$ cat config.mk
export PLATFORM = sky130hd
export DESIGN_NAME = kfsi_front
export DESIGN_NICKNAME = d
export VERILOG_FILES = /design/src/design/kfsi_pkg.sv /design/src/design/kfsi_front.sv
export SDC_FILE = /design/constraint.sdc
export NUM_CORES = 1
export LEC_CHECK = 0
export BUFFER_PORTS_ARGS = -buffer_cell sky130_fd_sc_hd__clkbuf_2
export CORE_ASPECT_RATIO = 1.4
export CORE_MARGIN = 3
export CORE_UTILIZATION = 45
export CTS_CLUSTER_DIAMETER = 200
export DETAILED_ROUTE_END_ITERATION = 7
export PLACE_DENSITY = 0.7
export SETUP_SLACK_MARGIN = 0.15
export SLEW_MARGIN = 20
export SYNTH_ARGS = -nofsm -noshare
export SYNTH_HDL_FRONTEND = slang
export SYNTH_SLANG_ARGS = --single-unit
$ cat constraint.sdc
create_clock -name clk -period 24.2 [get_ports clk]
set_input_delay 0 -clock clk [delete_from_list [all_inputs] [get_ports clk]]
set_output_delay 0 -clock clk [all_outputs]
set_load 0.1 [all_outputs]
$ cat src/design/kfsi_pkg.sv
// kfsi_pkg: shared types and codes for the keyframe sampler.
// Used by every module of the block; depends on nothing.
`timescale 1ns / 1ps
`default_nettype none
package kfsi_pkg;

  // input operation codes
  localparam logic [1:0] OP_LOAD_TIME = 2'd0;
  localparam logic [1:0] OP_LOAD_VEC  = 2'd1;
  localparam logic [1:0] OP_SAMPLE    = 2'd2;

  // item kinds after classification
  localparam logic [1:0] KIND_TIME   = 2'd0;
  localparam logic [1:0] KIND_VEC    = 2'd1;
  localparam logic [1:0] KIND_SAMPLE = 2'd2;

  // vector slots
  localparam logic [1:0] SLOT_IN    = 2'd0;
  localparam logic [1:0] SLOT_VALUE = 2'd1;
  localparam logic [1:0] SLOT_OUT   = 2'd2;

  // interpolation modes
  localparam logic [1:0] MODE_STEP   = 2'd0;
  localparam logic [1:0] MODE_LINEAR = 2'd1;
  localparam logic [1:0] MODE_CUBIC  = 2'd2;

  // configuration register indexes
  localparam logic [1:0] CFG_MODE     = 2'd0;
  localparam logic [1:0] CFG_KEYS     = 2'd1;
  localparam logic [1:0] CFG_DURATION = 2'd2;
  localparam logic [1:0] CFG_COMPS    = 2'd3;

  typedef struct packed {
    logic [1:0]       kind;
    logic [7:0]       key_index;
    logic [1:0]       vector_slot;
    logic [31:0]      key_time;
    logic [3:0][31:0] comps;
    logic [16:0]      play_fraction;
  } item_t;

  typedef struct packed {
    logic [1:0]  mode;
    logic [8:0]  key_count;
    logic [31:0] duration;
    logic [2:0]  comp_count;
  } cfg_t;

endpackage
`default_nettype wire

$ cat src/design/kfsi_front.sv
// kfsi_front: accepts command words, classifies them and queues them.
// Two-entry queue in front of the sequencer; uses kfsi_pkg.
`timescale 1ns / 1ps
`default_nettype none
module kfsi_front #(
  parameter int MAX_KEYS = 256
) (
  input  wire                  clk,
  input  wire                  rst_n,
  input  wire                  start,
  output logic                 busy,
  input  wire [1:0]            in_operation,
  input  wire [7:0]            in_key_index,
  input  wire [1:0]            in_vector_slot,
  input  wire [31:0]           in_key_time,
  input  wire [3:0][31:0]      in_comps,
  input  wire [16:0]           in_play_fraction,
  output logic                 q_valid,
  output kfsi_pkg::item_t      q_item,
  input  wire                  q_take
);
  import kfsi_pkg::*;

  item_t       fifo_r [2];
  logic        wp_r, rp_r;
  logic [1:0]  cnt_r;
  logic        accept, keep, push, pop, key_ok, slot_ok;
  item_t       new_item;

  assign busy    = (cnt_r == 2'd2);
  assign accept  = start && !busy;
  assign key_ok  = (32'(in_key_index) < 32'(MAX_KEYS));
  assign slot_ok = (in_vector_slot == SLOT_IN) || (in_vector_slot == SLOT_VALUE) ||
                   (in_vector_slot == SLOT_OUT);

  // bad loads and unknown operations are dropped here
  always_comb begin
    new_item.key_index     = in_key_index;
    new_item.vector_slot   = in_vector_slot;
    new_item.key_time      = in_key_time;
    new_item.comps         = in_comps;
    new_item.play_fraction = in_play_fraction;
    case (in_operation)
      OP_LOAD_TIME: begin
        new_item.kind = KIND_TIME;
        keep = key_ok;
      end
      OP_LOAD_VEC: begin
        new_item.kind = KIND_VEC;
        keep = key_ok && slot_ok;
      end
      OP_SAMPLE: begin
        new_item.kind = KIND_SAMPLE;
        keep = 1'b1;
      end
      default: begin
        new_item.kind = KIND_SAMPLE;
        keep = 1'b0;
      end
    endcase
  end

  assign push    = accept && keep;
  assign pop     = q_take && (cnt_r != 2'd0);
  assign q_valid = (cnt_r != 2'd0);
  assign q_item  = fifo_r[rp_r];

  always_ff @(posedge clk) begin
    if (!rst_n) begin
      wp_r  <= 1'b0;
      rp_r  <= 1'b0;
      cnt_r <= 2'd0;
    end else begin
      if (push) wp_r <= ~wp_r;
      if (pop) rp_r <= ~rp_r;
      cnt_r <= cnt_r + 2'(push) - 2'(pop);
    end
  end

  always_ff @(posedge clk) begin
    if (push) fifo_r[wp_r] <= new_item;
  end

endmodule
`default_nettype wire

==> flow_summary.toml <==
[cells_and_area]
final_common_cell = "clkbuf_2"
drive_gt1_frac = 0.508
final_cell_mix = "clkbuf_2 (383), edfxtp_1 (378), dlygate4sd3_1 (192)"
layout.cells.non_filler = 1635
fin_nets = 1413
area_growth_pct = 37.6

[global_routing]
grt-ovfl-total = 0
grt_pass1_wl_mm = 48.2
grtUsageTotal = 0.186
grt_pass1_vias = 8810
grt_start_max_net_pins = 75
antenna_found_initial = 2

[pwr]
ir_drop_mv = 0.0820
comb_power_share = 0.419
power_mw = 2.37
power_switching_mw = 1.03
seq_power_share = 0.348
power.leakage_nw = 7.64
pwr-share-clk = 0.233
power_density_nw_per_um2 = 120
internal-power_mw = 1.34
p_sw_frac = 0.436

[sta]
period_needed_ns = 3.18
finalMaxSlewViolations = 0
fin_crit_sh = 0.132
worstMarginPinSlew_ns = 1.01
hold_viol_final = 0
rsz0062_at_grt = "no"
max_freq_ghz = 0.314
finalSetupViolCount = 0
worst_slack_ns = 21.02
skew_ns = 0.0121
relSlewSlack = 0.328
whs_ns = 0.210
fin_tns_setup_ns = 0

[drt]
via_count = 7952
viasPerCell = 4.86
drt-initial-drc-count = 475
drt-total-wl_mm = 32.2
detail-route-antenna-nets = 0
routedWlPerCell_um = 19.7
firstDrtPassIters = 4
drc = 0

[clocking]
cts_buffer_depth = 3
clk_latency_ns = 0.51
post-cts-setup-buffers = 0
cts.clk_slew.worst_paths_ns = 0.06
numCtsBuffers = 37
htreeDepth = 2
root_buffer = "clkbuf_16"
clock-sinks = 383
cts_tree = "yes"

[placement]
preCtsSetupSlack_ns = 21.39
dp.cells = 1377
hpwl_mm = 20.1
gp_congestion = 0.794
port_buffers = 383

[die]
die-area_um2 = 34000
start_util = 0.460
fp-row-count = 76
die_h_um = 217
num_io_pins = 384
core_area_um2 = 31100
fp.dieW_um = 157

[yosys]
synth-xor-area-share = 0.00184
avgSynthCellArea_um2 = 23.2
yosys.area_share.adder = 0.00175
seq_area_frac_synth = 0.800
syn-instance-count = 618
synth_mux_area_frac = 0.176
yosys.area.top_type = "edfxtp_1"
ys_ff_latch = 383
yosys-top-cells-area = "edfxtp_1 (79%), mux2_4 (10%), mux2_2 (7.0%), buf_6 (1.1%), dfxtp_1 (0.70%)"
synth_top_family_by_area = "multiplexers"
netlist_area_um2 = 14300
syn-num-nets = 813
synth_compound_area_frac = 0.00166
yosys_warnings = 0
netlist.area_leader.share = 0.793
synthSimpleGateAreaFrac = 0.00411
synth_cell_types = 20

[worst_setup_path]
end_kind = "primary output"
cp_data_arrival_time_ns = 3.18
critPathKind = "reg -> out"
critPathLaunchType = "flip-flop"
cp.required_ns = 24.20
path_max_fanout = 53

[run]
drv_cap = 0

[status]
status = "completed"

[min_path]
hold_path.class = "in -> reg"
==> critical path, stage by stage (launching register included) <==
cell and delay (ns):
dfxtp_4 0.68, buf_16 0.31, buf_4 0.82, mux2_4 0.29, clkbuf_2 0.47
==> power groups by stage <==
stage / Sequential [mW] / Combinational [mW] / Clock (mW)
floorplan: 0.843 / 0.851 / 0
global placement: 0.848 / 0.954 / 0
detailed placement: 0.840 / 0.969 / 0
CTS: 0.826 / 0.996 / 0.569
global route: 0.831 / 1.02 / 0.596
finish: 0.826 / 0.993 / 0.553
==> per-stage QoR <==
stage | cell area, um^2 | utilization
after floorplan | 14300 | -
after global routing | 19700 | 0.633
final | 19700 | 0.633
after CTS | 19700 | 0.633
after global placement | 16600 | 0.533
after detailed placement | 16600 | 0.534
==> per-layer routing <==
metal	up-vias	wire length, um	global-route usage	part of all wire
met3	88	2090	0.0473	0.065
li1	3663	-	-	-
met2	319	17800	0.349	0.55
met1	3882	10900	0.188	0.34
met5	-	0	0	0
met4	0	1450	0.0879	0.045
==> registers in the layout, indices dropped and copies added (netlist names), named ones only <==
signal  flops
fifo_r    378
wp_r        1
cnt_r       2
rp_r        1
==> cell type report <==
class                      instances  area [um^2]
antenna                            2         5.00
multi-input combinational        209         2660
sequential                       383        11500
timing repair buffer             583         3920
inverter                           4         15.0
fill                            2151        11400
clock buffer                      47          963
clock inverter                    17          184
tap                              390          488
==> cell usage after synthesis, drive strengths merged <==
cell type / n
a21oi: 1
and2: 3
buf: 21
clkbuf: 1
dfxtp: 5
edfxtp: 378
ha: 2
inv: 4
mux2: 189
mux2i: 1
nand2: 1
nand2b: 1
nor2: 3
nor2b: 2
o21a: 1
o221a: 1
or2: 1
xnor2: 3
==> cells by family (layout without fill, tap and decap cells) <==
kind of cell,Yosys count,after routing
buffers and inverters,26,651
multiplexers,190,190
XOR/XNOR,3,3
other,0,2
adder cells (fa/ha/maj),2,2
AND/OR/NAND/NOR,11,11
flip-flops,383,383
AO/OA/AOI/OAI,3,3
==> worst paths after layout <==
kind                              from             end  slack, ns  depth (start not counted)
hold reg to reg                   rp_r       flip-flop       0.54                          2
setup / recovery             flip-flop     q_item[100]      21.02                          4
setup reg to reg              cnt_r[0]  fifo_r[0][146]      21.38                          5
hold / removal    in_play_fraction[15]   fifo_r[1][15]       0.21                          2
==> what timing repair did <==
| item | in CTS | in global routing |
|---|---|---|
| hold buffers | 192 | 0 |
| gates resized for setup | 0 | 0 |
| hold endpoints to repair | 383 | 0 |
Note: power is estimated with default switching activity, not from simulation.
